===== config.mk =====
export PLATFORM = sky130hd
export DESIGN_NAME = skt_cmp
export DESIGN_NICKNAME = d
export VERILOG_FILES = /design/src/sorted_key_table_macros.svh /design/src/skt_pkg.sv /design/src/skt_cmp.sv
export SDC_FILE = /design/constraint.sdc
export NUM_CORES = 1
export LEC_CHECK = 0
export BUFFER_PORTS_ARGS = -buffer_cell sky130_fd_sc_hd__buf_2
export CAP_MARGIN = 20
export CELL_PAD_IN_SITES_DETAIL_PLACEMENT = 2
export CELL_PAD_IN_SITES_GLOBAL_PLACEMENT = 2
export CORE_MARGIN = 4
export CORE_UTILIZATION = 17
export DETAILED_ROUTE_END_ITERATION = 6
export PLACE_DENSITY_LB_ADDON = 0.1
export SLEW_MARGIN = 20
export SYNTH_ARGS = -nofsm -noshare
export SYNTH_HDL_FRONTEND = slang
export SYNTH_SLANG_ARGS = --single-unit

===== constraint.sdc =====
create_clock -name vclk -period 1.3
set_input_delay 0.065 -clock vclk [all_inputs]
set_output_delay 0.065 -clock vclk [all_outputs]
set_load 0.01 [all_outputs]

===== src/sorted_key_table_macros.svh =====
// ----------------------------------------------------------------------------
// sorted_key_table assertion macros
// Concurrent assertion wrappers; define ASSERT_OFF to compile them out.
// ----------------------------------------------------------------------------
`ifndef SORTED_KEY_TABLE_MACROS_SVH
`define SORTED_KEY_TABLE_MACROS_SVH

`ifndef ASSERT_OFF
// Check a property on every clock edge outside reset.
`define SKT_ASSERT(lbl, clk, rstn, prop, msg) \
  lbl: assert property (@(posedge clk) disable iff (!(rstn)) prop) else $error(msg);
// Check a property on every clock edge, reset included.
`define SKT_ASSERT_ALWAYS(lbl, clk, prop, msg) \
  lbl: assert property (@(posedge clk) prop) else $error(msg);
`else
`define SKT_ASSERT(lbl, clk, rstn, prop, msg)
`define SKT_ASSERT_ALWAYS(lbl, clk, prop, msg)
`endif

`endif


===== src/skt_pkg.sv =====
// ----------------------------------------------------------------------------
// skt_pkg
// Shared types and constants of the sorted key table.
// ----------------------------------------------------------------------------
`default_nettype none

package skt_pkg;

  localparam int unsigned CAPACITY = 64;
  localparam int unsigned AW       = (CAPACITY > 1) ? $clog2(CAPACITY) : 1;
  localparam int unsigned CNT_W    = $clog2(CAPACITY + 1);
  localparam int unsigned KEY_W    = 64;
  localparam int unsigned FUNC_W   = 3;
  localparam int unsigned POS_W    = 6;
  localparam int unsigned CNTO_W   = 7;

  typedef enum logic [FUNC_W-1:0] {
    OP_INSERT = 3'd0,
    OP_DELETE = 3'd1,
    OP_FIND   = 3'd2,
    OP_ANY    = 3'd3,
    OP_CLEAR  = 3'd4
  } op_e;

  typedef enum logic [1:0] {
    ST_OK   = 2'd0,
    ST_FULL = 2'd1,
    ST_MISS = 2'd2
  } status_e;

  typedef enum logic [3:0] {
    S_IDLE,
    S_INS_RD,
    S_INS_CMP,
    S_BS_RD,
    S_BS_CMP,
    S_CHK,
    S_DEL_RD,
    S_DEL_WR,
    S_ANY_RD,
    S_ANY_CMP,
    S_RESP
  } state_e;

  typedef struct packed {
    logic [KEY_W-1:0] key;
    logic [KEY_W-1:0] phone;
    logic [KEY_W-1:0] addr;
  } entry_t;

  localparam int unsigned ENT_W = $bits(entry_t);

  // Flags from the shared compare unit
  typedef struct packed {
    logic key_lt;
    logic key_gt;
    logic key_eq;
    logic any_eq;
  } cmp_t;

endpackage

`default_nettype wire


===== src/skt_cmp.sv =====
// ----------------------------------------------------------------------------
// skt_cmp
// Shared compare unit: orders a stored key against the search key and
// matches any field of the entry against a search value.
// ----------------------------------------------------------------------------
`default_nettype none

module skt_cmp import skt_pkg::*; (
  input  entry_t           entry_i,
  input  logic [KEY_W-1:0] key_i,
  input  logic [KEY_W-1:0] value_i,
  output cmp_t             cmp_o
);

  always_comb begin
    cmp_o.key_lt = entry_i.key < key_i;
    cmp_o.key_gt = entry_i.key > key_i;
    cmp_o.key_eq = entry_i.key == key_i;
    cmp_o.any_eq = (entry_i.key == value_i) || (entry_i.phone == value_i) ||
                   (entry_i.addr == value_i);
  end

endmodule

`default_nettype wire


==> impl_results.md <==
* Status: complete, but fails checks
* Failing checks: setup timing
* P_int at 0.001486 W
* Critical path arrival at around 1900 ps
* Worst setup SP type: input port
* Flop pwr share at 0%
* Number of global-route vias before repair at approximately 6300
* Hold Fails Final Rpt at 0
* CLK BUF at 0
* Sw Share at between 40% and 50%
* Pwr per Cell Area at 366.2 nW/µm²
* Post-Synth XOR/XNOR Area at roughly 45%
* DR vias/cell at approximately 4.4
* Clock power frac at 0%
* Final Cycle Share at 148.8%
* 1st-pass router iterations at 4
* Final ANT Viol Nets at 0
* Placed cell areas at about 7000 µm²
* Core Area at around 22000 µm²
* # DRC at 0
* Sw Pwr at between 0.001 and 0.0015 W
* WS Path Type: input port to primary output
* Critical path cell sequence: buf_2 > inv_2 > ha_4 > buf_6 > a21oi_2 > nand2_1 > a221o_1 > o21a_1 > nor4_4 > nor2_2 > buf_2
* Area Growth Syn to Fin at 106.2%
* Compound-Gate Fraction of Synth Area at around 7.6%
* Flip-flop and latch count at 0
* Finished Layout Cells at 1231
* Critical path startpoint: key_i[50]
* Final WS setup at -634.0 ps
* CTS Hold Buffers Added at 0
* Crit path capture type: primary output
* Unrepaired setup endpoints after global routing: true
* DRT Wirelength at ~28000 µm
* Syn avg cell area at around 7.6 µm²
* Ant. Diodes at 0
* Tmin final at between 1500 and 2000 ps
* Detailed placer's ending HPWL at approximately 26000 µm
* Highest clock rate at 0.5171 GHz
* Unique masters post-synth at 29
* Slowest cell on the critical path: a221o_1
* Comb power frac at 100.0%
* Max Cap Viol at 0
* Crit path buf inv count at 4
* Synth area leader: xnor2_1
* Mapped Area at ~3700 µm²
* Top cell type's share of synthesized area at between 40% and 50%
* Final nets at between 1000 and 1500
* Initial core utilization at between 10% and 20%
* Crit-path most repeated cell: buf_2
* Initial antenna violation count at 1
* Hold Path Origin: entry_i[191]
* Initial DRC Count at about 120
* Pre-CTS setup slack at -1050 ps
* # setup viols final at 4
* IO Pins at around 320
* Post-detailed-route wirelength per cell at 22.88 µm
* Worst slew pin tran at around 400 ps
* Worst stage delay on the critical path at about 340 ps
* Multiplexer share of the synthesized area at 0%
* Largest net degree at the start of global routing at 6
* Synth top area cells: xnor2_1 45%, ha_1 21%, nand4_1 11%
* Worst Path Max Fanout at 2
* Routability cong. at about 0.85
* Row count at between 50 and 60
* Worst rel slew slack at 72.92%
* Worst hold path type: input port to primary output
* Via count at roughly 5400
* Remaining Overflow, GRT at 0
* WP data required at about 1200 ps
* Register area share after synthesis at 0%
* Chip height at 156.3 µm
* CP top delay family: compound AO/OA/AOI/OAI gates
* Syn nets at around 870
* Placed cells at around 1200
* Fin area at roughly 7700 µm²
* Slew Viols, Final at 0
* VDD IR-drop max at between 0.1 and 0.15 mV
* Post-Synthesis Cells at 490
* All-Layer GR Usage at roughly 22%
* Leakage at approximately 3.6 nW
* Ys Warns at 0
* Fraction of layout cells with a size suffix above 1 at between 50% and 60%
* Die width at approximately 160 µm
* Synth Area in Simple Gates at between 10% and 20%
* Largest family of logic cells by synthesized area: XOR/XNOR gates
* Die footprint at ~24000 µm²
* First-pass GRT wire length at ~39000 µm
* Storage cell area at 0 µm²
* IO Port Bufs at roughly 320
* Synth Area in Adders at a little over a fifth
-- cell families (layout without fill, tap and decap cells) --
group                      Yosys count  count (layout)
buffers and inverters               67             528
and+or+nand+nor                    120             120
AOI/OAI and AO/OA                   47              47
xor gates and xnor gates           192             192
adders and majority gates           64              64
-- area by class of cell --
type | count | area [µm²]
fillers | 2570 | 14040
multi-input cells | 423 | 4285
repair buffers | 461 | 2805
well taps | 280 | 350.3
inverters | 67 | 271.5
-- timing repair --
| action | CTS | global route |
|---|---|---|
| endpoints found under the hold margin | 0 | 0 |
| setup endpoints to repair | 4 | 4 |
| pin swaps | 14 | 38 |
| setup buffers | 2 | 4 |
| resized for setup | 54 | 62 |
-- routing by layer --
layer  GRT usage [%]  wire (µm)  share of wire (%)
met5               0         13              0.046
met1           26.86      11470                 41
met2           42.23      14900                 53
met4          0.5372        179               0.64
met3           2.185       1602                5.7
-- stage by stage --
| step | hold slack, ps | utilization (%) | setup TNS, ps | total power, W |
|---|---|---|---|---|
| 5_1_grt | 831.1 | 35.45 | -2551 | 0.003065 |
| 3_5_place_dp | 817.4 | 32.40 | -3634 | 0.002612 |
| 2_1_floorplan | 422.2 | - | -264.7 | 0.001029 |
| 3_3_place_gp | 811.4 | 32.40 | -3502 | 0.002541 |
| 4_1_cts | 813.4 | 34.05 | -2794 | 0.002756 |
| 6_report | 795.5 | 35.45 | -2158 | 0.002824 |
-- cells in the final DEF (no fill, tap or decap), types with 6 or more instances in the layout --
| cell | instances |
|---|---|
| ha_4 | 32 |
| inv_1 | 44 |
| a21oi_2 | 7 |
| nor4_4 | 7 |
| nand3_1 | 7 |
| a21oi_1 | 19 |
| nor4_1 | 6 |
| ha_1 | 32 |
| buf_4 | 134 |
| nand2_1 | 16 |
| xnor2_1 | 178 |
| buf_6 | 18 |
| inv_2 | 19 |
| xnor2_4 | 6 |
| xnor2_2 | 8 |
| buf_2 | 305 |
| nand4_1 | 64 |
-- Yosys cell counts (all sizes together) --
cell type and instances:
o211ai 2, nor3 1, nor4 16, a2111o 1
a31oi 1, a21o 1, o21a 1, and4 1
or4 1, a221o 1, nand2 18, o22ai 1
nand2b 1, ha 64, xnor2 192, a221oi 4
nand3 9, nor2b 1, o21ai 8, a21oi 26
nor2 6, nand4 66, a22oi 1, inv 67
-- final timing paths --
check,depth (start not counted),endpoint
worst min-delay path,6,cmp_o[3]
worst max-delay path,11,cmp_o[2]
-- power groups by stage --
stage	Sequential, W	Combinational, W	Clock, W
2_1_floorplan	0	0.00103	0
3_3_place_gp	0	0.00254	0
3_5_place_dp	0	0.00261	0
4_1_cts	0	0.00276	0
5_1_grt	0	0.00306	0
6_report	0	0.00282	0
Power figures use the tool's default switching activity.
