<file path="config.mk">
export PLATFORM = sky130hd
export DESIGN_NAME = skt_ram
export DESIGN_NICKNAME = d
export VERILOG_FILES = /design/src/sorted_key_table_macros.svh /design/src/skt_ram.sv
export SDC_FILE = /design/constraint.sdc
export NUM_CORES = 1
export LEC_CHECK = 0
export BUFFER_PORTS_ARGS = -buffer_cell sky130_fd_sc_hd__buf_2
export CAP_MARGIN = 30
export CORE_MARGIN = 4
export CORE_UTILIZATION = 24
export CTS_CLUSTER_DIAMETER = 120
export DETAILED_ROUTE_END_ITERATION = 8
export PLACE_DENSITY = 0.39
export REMOVE_ABC_BUFFERS = 1
export SYNTH_ARGS = -nofsm -noshare
export SYNTH_HDL_FRONTEND = slang
export SYNTH_SLANG_ARGS = --single-unit
</file>
<file path="constraint.sdc">
create_clock -name clk_i -period 1 [get_ports clk_i]
set_input_delay 0.1 -clock clk_i [delete_from_list [all_inputs] [get_ports clk_i]]
set_output_delay 0.1 -clock clk_i [all_outputs]
set_load 0.005 [all_outputs]
</file>
<file path="src/sorted_key_table_macros.svh">
// ----------------------------------------------------------------------------
// sorted_key_table assertion macros
// Concurrent assertion wrappers; define ASSERT_OFF to compile them out.
// ----------------------------------------------------------------------------
`ifndef SORTED_KEY_TABLE_MACROS_SVH
`define SORTED_KEY_TABLE_MACROS_SVH

`ifndef ASSERT_OFF
// Check a property on every clock edge outside reset.
`define SKT_ASSERT(lbl, clk, rstn, prop, msg) \
  lbl: assert property (@(posedge clk) disable iff (!(rstn)) prop) else $error(msg);
// Check a property on every clock edge, reset included.
`define SKT_ASSERT_ALWAYS(lbl, clk, prop, msg) \
  lbl: assert property (@(posedge clk) prop) else $error(msg);
`else
`define SKT_ASSERT(lbl, clk, rstn, prop, msg)
`define SKT_ASSERT_ALWAYS(lbl, clk, prop, msg)
`endif

`endif

</file>
<file path="src/skt_ram.sv">
// ----------------------------------------------------------------------------
// skt_ram
// Simple dual-port RAM: one write port, one read port with registered data.
// ----------------------------------------------------------------------------
`default_nettype none

module skt_ram #(
  parameter int unsigned DEPTH = 2,
  parameter int unsigned WIDTH = 8,
  localparam int unsigned AW   = (DEPTH > 1) ? $clog2(DEPTH) : 1
) (
  input  logic             clk_i,
  input  logic             we_i,
  input  logic [AW-1:0]    waddr_i,
  input  logic [WIDTH-1:0] wdata_i,
  input  logic             re_i,
  input  logic [AW-1:0]    raddr_i,
  output logic [WIDTH-1:0] rdata_o
);

  logic [WIDTH-1:0] mem_q [DEPTH];
  logic [WIDTH-1:0] rdata_q;

  always_ff @(posedge clk_i) begin
    if (we_i) begin
      mem_q[waddr_i] <= wdata_i;
    end
  end

  // hold read data until the next read
  always_ff @(posedge clk_i) begin
    if (re_i) begin
      rdata_q <= mem_q[raddr_i];
    end
  end

  assign rdata_o = rdata_q;

endmodule

`default_nettype wire

</file>
==> qor.yml, run 1 <==
flow_run:
  drv_cap: 0
floorplan:
  die_w_microns: 68.0
  io_pins: 21
  rows: 21
  core_sq_mm: 0.00342
  die_area_sq_mm: 0.00463
  die_h_microns: 68.0
  start_util: 0.253
critical_path:
  worst-path-max-fanout: 1
  cp_slowest_cell: "edfxtp_1"
  worstSetupStartpointType: "register"
  critical_path_required_ns: 0.90
  endpoint_kind: "output port"
  slowest_delay_ns: 0.38
  critical_path_class: "register to output port"
  crit_buf_inv: 1
  crit_chain: "buf_2"
  worstPathArrival_ns: 0.82
  cp_top_family: "flip-flops"
pwr:
  ir_drop_mv: 0.824
  p_per_area_mw_per_mm2: 1760
  p_leak_nw: 0.453
grt:
  grt_overflow: 0
  gr-usage-all-layers: 0.0623
  grt_pass1_vias: 419
  grt_pass1_wl_mm: 2.00
  antenna_found_initial: 0
  grt_start_max_net_pins: 15
finish:
  fin_nets: 82
  fill_cells: 345
  area_growth_pct: 35.5
  drive_above_1_share: 0.500
  antennaDiodeCount: 0
  multi_input_area_sq_um: 133
  layoutNonFillerInstCount: 114
  seqCellArea_sq_um: 721
route:
  drc: 0
  via_per_inst: 3.54
  dr_total_vias: 403
  wirelength_mm: 1.23
  drt-pass1-iter-count: 2
  first_iter_violations: 18
  avgRoutedWirePerCell_microns: 10.8
  drtAntennaViolNets: 0
min_path:
  hold_path_class: "input pin to register"
sta:
  final-setup-viol-count: 0
  max-slew-margin-rel: 0.831
  slew_viol_final: 0
  finalClockSkew_ns: 0.00705
  tns_ns: 0
  hold_violations: 0
  rsz0062_at_grt: "false"
  fmaxAchievable_ghz: 1.09
  worst_pin_slew_ns: 0.254
  post-route-min-period_ns: 0.921
  fin_crit_sh: 0.921
yosys:
  synth.distinct_cells: 5
  synth_top_cell_by_area: "edfxtp_1"
  syn_inst: 35
  yosys_warnings: 0
  ys_seq_area_frac: 0.834
  synth-seq-cells: 24
  syn_avg_cell_area_sq_um: 24.7
  synth_top_area_frac: 0.834
  synth_area_leaders: "edfxtp_1, mux2_4, buf_6, and2_1, nor2b_1"
  syn-cell-area_sq_um: 865
clocking:
  cts.repair.resized: 0
  clock_sinks: 24
  post-cts-setup-buffers: 0
  cts_tree: "yes"
  cts_buffers: 3
  clkTransAtPathRegs_ns: 0.12
  clock_latency_ns: 0.31
  postCtsHoldBufs: 8
  htreeDepth: 1
  cts_max_path_buffers: 2
  root_buffer: "clkbuf_4"
placed_design:
  placed_cells: 102
  port_buffers: 20
  gp_congestion: 0.604
outcome:
  status: "finished, final reports clean"
-- final cells by class --
class	instances	share of cell area
clock buffer	3	0.0192
multi-input combinational	10	0.113
clock inverter	1	0.0256
timing repair buffer	30	0.177
tap	46	0.0491
sequential	24	0.615
-- synthesized netlist by cell type, drive strengths merged --
master / n
edfxtp: 24
mux2: 8
and2: 1
buf: 1
nor2b: 1
-- registers in the layout, summed over array words and instances (netlist names) --
name     count
rdata_o      8
mem_q       16
-- path summary, 6_finish.rpt --
kind	startpoint	endpoint	slack, ns	depth (start not counted)
hold / removal	re_i	rdata_o[5]	0.12	1
hold reg to reg	mem_q[1][2]	rdata_o[2]	0.56	1
setup reg to reg	mem_q[0][3]	rdata_o[3]	0.09	1
setup / recovery	rdata_o[3]	rdata_o[3]	0.08	1
-- layout by cell type (no fill, tap or decap) --
cell type      instances
edfxtp_1              24
buf_2                 20
mux2_4                 8
dlygate4sd3_1          8
clkbuf_4               3
nor2b_1                1
and2_1                 1
bufinv_16              1
buf_12                 1
buf_4                  1
-- through the flow --
stage / setup slack [ns] / power [mW] / hold WS [ns] / instance area [sq um] / utilization
after detailed placement: 0.0550 / 1.38 / 0.292 / 1040 / 0.304
final: 0.0787 / 2.06 / 0.121 / 1170 / 0.343
after floorplan: 0.107 / 1.29 / 0.199 / 853 / -
after global placement: 0.0739 / 1.37 / 0.289 / 1040 / 0.304
after CTS: 0.0551 / 2.09 / 0.117 / 1170 / 0.343
after global routing: 0.0207 / 2.17 / 0.107 / 1170 / 0.343
-- cell families after synthesis --
| kind of cell | share of synthesized area |
|---|---|
| flops | 0.834 |
| simple gates | 0.0145 |
| mux | 0.139 |
| buf+inv | 0.0130 |
-- power breakdown --
group	switching, mW	internal [mW]
Sequential	0.0165	1.19
Clock	0.281	0.405
Combinational	0.0600	0.107
-- per-layer routing --
metal / global-route usage / wire length, microns / up-vias
met5: 0 / 0 / -
met4: 0.0149 / 0 / 0
met3: 0.0345 / 100 / 0
met2: 0.0987 / 531 / 17
met1: 0.0735 / 596 / 182
li1: - / - / 204
(Power assumes the default switching activity.)
==> run 2: changes to the inputs <==
--- a/config.mk
+++ b/config.mk
@@ -5,13 +5,13 @@
 export SDC_FILE = /design/constraint.sdc
 export NUM_CORES = 1
 export LEC_CHECK = 0
-export BUFFER_PORTS_ARGS = -buffer_cell sky130_fd_sc_hd__buf_2
 export CAP_MARGIN = 30
 export CORE_MARGIN = 4
 export CORE_UTILIZATION = 24
 export CTS_CLUSTER_DIAMETER = 120
 export DETAILED_ROUTE_END_ITERATION = 8
-export PLACE_DENSITY = 0.39
+export DONT_BUFFER_PORTS = 1
+export PLACE_DENSITY = 0.34
 export REMOVE_ABC_BUFFERS = 1
 export SYNTH_ARGS = -nofsm -noshare
 export SYNTH_HDL_FRONTEND = slang
==> run 2 against run 1 <==
Against the previous run:
- clock power fell by 43%
- first-iteration DRC count is 22% lower
- via count shrank 16%
- critical endpoint is now rdata_o[3]
- highest routed layer unchanged
==> qor.yml, run 2 (synthesis results as in run 1) <==
sta:
  slew_viol_final: 0  # unchanged
  max-slew-margin-rel: 0.743  # -0.0879
  worst_pin_slew_ns: 0.386  # +0.132 ns
  final-setup-viol-count: 0  # unchanged
  tns_ns: 0  # unchanged
  post-route-min-period_ns: 0.895  # -0.0260 ns
  fmaxAchievable_ghz: 1.12  # +2.9%
  hold_violations: 0  # unchanged
  rsz0062_at_grt: "false"
  fin_crit_sh: 0.895  # -0.0260
  finalClockSkew_ns: 0.00188  # -0.00517 ns
clocking:
  cts_buffers: 3  # unchanged
  cts_tree: "yes"
  clock_latency_ns: 0.29  # -0.02 ns
  cts_max_path_buffers: 2  # unchanged
  clock_sinks: 24  # unchanged
  cts.repair.resized: 0  # unchanged
  root_buffer: "clkbuf_4"
  htreeDepth: 1  # unchanged
  clkTransAtPathRegs_ns: 0.12  # about the same
critical_path:
  cp_slowest_cell: "edfxtp_1"
  slowest_delay_ns: 0.38  # about the same
  critical_path_class: "register to register"
  r2r_end: "rdata_o[3]"
  worstRegToRegCells: 1  # unchanged
  cp_top_family: "flip-flops"
  r2r_slack_ns: 0.10  # about the same
  endpoint_kind: "register"
  critical_path_required_ns: 1.06  # +0.16 ns
  worst-path-max-fanout: 1  # unchanged
  crit_buf_inv: 0  # -1
  crit-reg2reg-launch: "mem_q[0][3]"
  worstPathArrival_ns: 0.96  # +0.14 ns
  timing.critical_path.from: "mem_q[0][3]"
  worstSetupStartpointType: "register"
  crit_chain: "mux2_4"
grt:
  grt_start_max_net_pins: 13  # -2
  antenna_found_initial: 0  # unchanged
  grt_pass1_vias: 400  # -4.5%
  grt_pass1_wl_mm: 1.87  # -6.6%
  grt_overflow: 0  # unchanged
  gr-usage-all-layers: 0.0574  # -0.00489
finish:
  multi_input_area_sq_um: 133  # unchanged
  drive_above_1_share: 0.255  # -0.245
  fin_nets: 62  # -24%
  final_common_cell: "edfxtp_1"
  fill_cells: 355  # +2.9%
  top_register: "mem_q"
  finish.instance_area_sq_mm: 0.00103  # -12%
  largest_reg_flops: 16  # unchanged
  most-common-layout-cells: "edfxtp_1, dlygate4sd3_1, mux2_4"
  seqCellArea_sq_um: 721  # unchanged
  area_growth_pct: 19.2
  antennaDiodeCount: 0  # unchanged
  fin_util: 0.302  # -0.0410
outcome:
  status: "finished, final reports clean"
min_path:
  hold_path_class: "input pin to register"
  holdPathEnd: "rdata_o[7]"
  min_delay_path_depth: 1  # unchanged
  min_from: "raddr_i"
route:
  drc: 0  # unchanged
  drtAntennaViolNets: 0  # unchanged
  dr_total_vias: 339  # -16%
  wl_met2_microns: 539  # +1.5%
  drt-pass1-iter-count: 4  # +2
  wl_met1_microns: 525  # -12%
  wirelength_mm: 1.16  # -5.5%
  via_per_inst: 3.65  # +3.1%
  highest_layer: "met3"
  avgRoutedWirePerCell_microns: 12.5  # +16%
  met3_length_microns: 97  # -3.0%
  first_iter_violations: 14  # -4
floorplan:
  io_pins: 21  # unchanged
  die_w_microns: 68.0  # unchanged
  die_h_microns: 68.0  # unchanged
  die_area_sq_mm: 0.00463  # unchanged
  core_sq_mm: 0.00342  # unchanged
  start_util: 0.253  # unchanged
  rows: 21  # unchanged
flow_run:
  drv_cap: 0  # unchanged
placed_design:
  port_buffers: 0  # -100%
  dpl_cell_area_sq_um: 918  # -12%
  gp_congestion: 0.643  # +6.6%
pwr:
  p_leak_nw: 0.356  # -22%
  p_per_area_mw_per_mm2: 1660  # -5.6%
  ir_drop_mv: 0.326  # -60%
## run 2: cell count changes in the layout (fill, tap and decap cells not counted)
cell / before / now
buf_2: 20 / 0
buf_12: 1 / 0
bufinv_16: 1 / 0
dlygate4sd3_1: 8 / 9
## run 2: what timing repair did
| item | in CTS | in global routing |
|---|---|---|
| buffers inserted | 0 | 0 |
| endpoints found under the hold margin | 24 | 0 |
| hold buffers | 9 | 0 |
## run 2: area by class of cell
cell class	instances	area share
multi-input cells	10	0.129
clock buffers	3	0.0218
repair buffers	10	0.0947
well taps	46	0.0558
flip-flops and latches	24	0.699
## run 2: worst max-delay path by stage
stage | depth (start not counted) | endpoint | slack, ns
floorplan | 1 | mem_q[0][0] | 0.11
global placement | 1 | rdata_o[1] | 0.13
detailed placement | 1 | rdata_o[3] | 0.11
CTS | 1 | rdata_o[3] | 0.10
global route | 1 | rdata_o[2] | 0.08
finish | 1 | rdata_o[3] | 0.10
## run 2: routing by layer
layer,track usage,vias up
li1,-,160
met1,0.0744,162
met2,0.0854,17
met3,0.0230,0
met4,0.0223,0
met5,0,-
## run 2: metrics by stage
stage               total power, mW  std cells  hold slack, ns  setup slack (ns)
floorplan                      1.29         34           0.199             0.107
global placement               1.30         81           0.199             0.126
detailed placement             1.31         81           0.199             0.114
CTS                            1.74         93          0.0128             0.101
global route                   1.80         93        0.000418            0.0805
finish                         1.71         93          0.0272             0.105
## run 2: where the power goes
group	switching [mW]	total (mW)	internal [mW]
Combinational	0.0358	0.107	0.0716
Clock	0.251	0.391	0.140
Sequential	0.0225	1.21	1.19
==> run 3: changes to the inputs <==
==> constraint.sdc (replaced) <==
create_clock -name clk_i -period 1.12 [get_ports clk_i]
set_input_delay 0.112 -clock clk_i [delete_from_list [all_inputs] [get_ports clk_i]]
set_output_delay 0.112 -clock clk_i [all_outputs]
set_load 0.005 [all_outputs]
==> run 3 against run 2 <==
Against the previous run:
- routed wire length grew 1.7%
- via count shrank 1.5%
- clock skew shrank 0.0011 ns
- final cell count is the same
==> qor.yml, run 3 (synthesis results as in run 1) <==
route:
  via_per_inst: 3.59  # -1.5%
  wirelength_mm: 1.18  # +1.7%
  dr_total_vias: 334  # -1.5%
  first_iter_violations: 11  # -3
  drc: 0  # unchanged
  drt-pass1-iter-count: 2  # -2
  drtAntennaViolNets: 0  # unchanged
  avgRoutedWirePerCell_microns: 12.7  # +1.7%
sta:
  tns_ns: 0  # unchanged
  fmaxAchievable_ghz: 1.12  # about the same
  max-slew-margin-rel: 0.745  # +0.00194
  final-setup-viol-count: 0  # unchanged
  post-route-min-period_ns: 0.895  # -0.000120 ns
  hold_violations: 0  # unchanged
  finalClockSkew_ns: 0.000730  # -0.00115 ns
  fin_crit_sh: 0.799  # -0.0960
  slew_viol_final: 0  # unchanged
  worst_pin_slew_ns: 0.383  # -0.00290 ns
  rsz0062_at_grt: "false"
critical_path:
  cp_slowest_cell: "edfxtp_1"
  slowest_delay_ns: 0.38  # about the same
  r2r_end: "rdata_o[3]"
  worstRegToRegCells: 1  # unchanged
  worstSetupStartpointType: "register"
  cp_top_family: "flip-flops"
  worstPathArrival_ns: 0.96  # about the same
  r2r_slack_ns: 0.22  # +0.12 ns
  worst-path-max-fanout: 1  # unchanged
  timing.critical_path.from: "mem_q[0][3]"
  crit_buf_inv: 0  # unchanged
  crit_chain: "mux2_4"
  endpoint_kind: "register"
  critical_path_class: "register to register"
  crit-reg2reg-launch: "mem_q[0][3]"
  critical_path_required_ns: 1.19  # +0.13 ns
  worst-path-stages: 1  # unchanged
  cp-endpoint: "rdata_o[3]"
floorplan:
  rows: 21  # unchanged
  io_pins: 21  # unchanged
  die_w_microns: 68.0  # unchanged
  die_h_microns: 68.0  # unchanged
  core_sq_mm: 0.00342  # unchanged
  start_util: 0.253  # unchanged
  die_area_sq_mm: 0.00463  # unchanged
grt:
  antenna_found_initial: 0  # unchanged
  grt_pass1_wl_mm: 1.87  # unchanged
  grt_overflow: 0  # unchanged
  grt_pass1_vias: 400  # unchanged
  gr-usage-all-layers: 0.0574  # about the same
  grt_start_max_net_pins: 13  # unchanged
finish:
  fill_cells: 355  # unchanged
  top_register: "mem_q"
  final_common_cell: "edfxtp_1"
  largest_reg_flops: 16  # unchanged
  most-common-layout-cells: "edfxtp_1, dlygate4sd3_1, mux2_4"
  antennaDiodeCount: 0  # unchanged
  area_growth_pct: 19.2  # unchanged
  drive_above_1_share: 0.255  # unchanged
  fin_nets: 62  # unchanged
clocking:
  clock_latency_ns: 0.30  # about the same
  cts_max_path_buffers: 2  # unchanged
  cts_tree: "yes"
  cts_buffers: 3  # unchanged
  htreeDepth: 1  # unchanged
  root_buffer: "clkbuf_4"
  clock_sinks: 24  # unchanged
  clkTransAtPathRegs_ns: 0.12  # about the same
placed_design:
  gp_congestion: 0.643  # unchanged
  port_buffers: 0  # unchanged
flow_run:
  drv_cap: 0  # unchanged
min_path:
  hold_path_class: "input pin to register"
pwr:
  p_leak_nw: 0.356  # unchanged
  p_per_area_mw_per_mm2: 1490  # -10%
  total_power_mw: 1.54  # -10%
  ir_drop_mv: 0.291  # -11%
outcome:
  status: "finished, final reports clean"
## run 3: repair_timing
action                                 in CTS  in global routing
endpoints found under the hold margin      24                  0
setup buffers                               0                  0
gates resized for setup                     0                  0
hold buffers                                9                  0
## run 3: worst min-delay path by stage
stage / startpoint / to / slack (ns) / depth (start not counted)
6_report: raddr_i / rdata_o[7] / 0.04 / 1
5_1_grt: raddr_i / rdata_o[0] / 0.01 / 1
4_1_cts: raddr_i / rdata_o[0] / 0.02 / 1
3_5_place_dp: wdata_i[7] / mem_q[0][7] / 0.21 / 0
3_3_place_gp: wdata_i[5] / mem_q[1][5] / 0.21 / 0
2_1_floorplan: wdata_i[0] / mem_q[0][0] / 0.21 / 0
## run 3: layout make-up
class | count | area [sq um] | share of cell area
Tap cell | 46 | 57.6 | 0.0558
Clock buffer | 3 | 22.5 | 0.0218
Multi-Input combinational cell | 10 | 133 | 0.129
Sequential cell | 24 | 721 | 0.699
Timing Repair Buffer | 10 | 97.6 | 0.0947
## run 3: metal layers
metal | vias to the layer above | global-route usage | wire length (microns)
li1 | 160 | - | -
met1 | 157 | 0.0743 | 554
met2 | 17 | 0.0854 | 529
met3 | 0 | 0.0230 | 97
met4 | 0 | 0.0223 | 0
met5 | - | 0 | 0
## run 3: stage by stage
stage	setup WS, ns	hold slack (ns)	area [sq um]	utilization	std cells
6_report	0.225	0.0356	1030	0.302	93
3_3_place_gp	0.246	0.211	918	0.269	81
4_1_cts	0.221	0.0248	1030	0.302	93
2_1_floorplan	0.215	0.211	853	-	34
3_5_place_dp	0.234	0.211	918	0.269	81
5_1_grt	0.200	0.0126	1030	0.302	93
## run 3: where the power goes
part	internal, mW	total (mW)	switching, mW
Combinational	0.0639	0.0960	0.0321
Sequential	1.06	1.08	0.0201
Clock	0.125	0.359	0.234
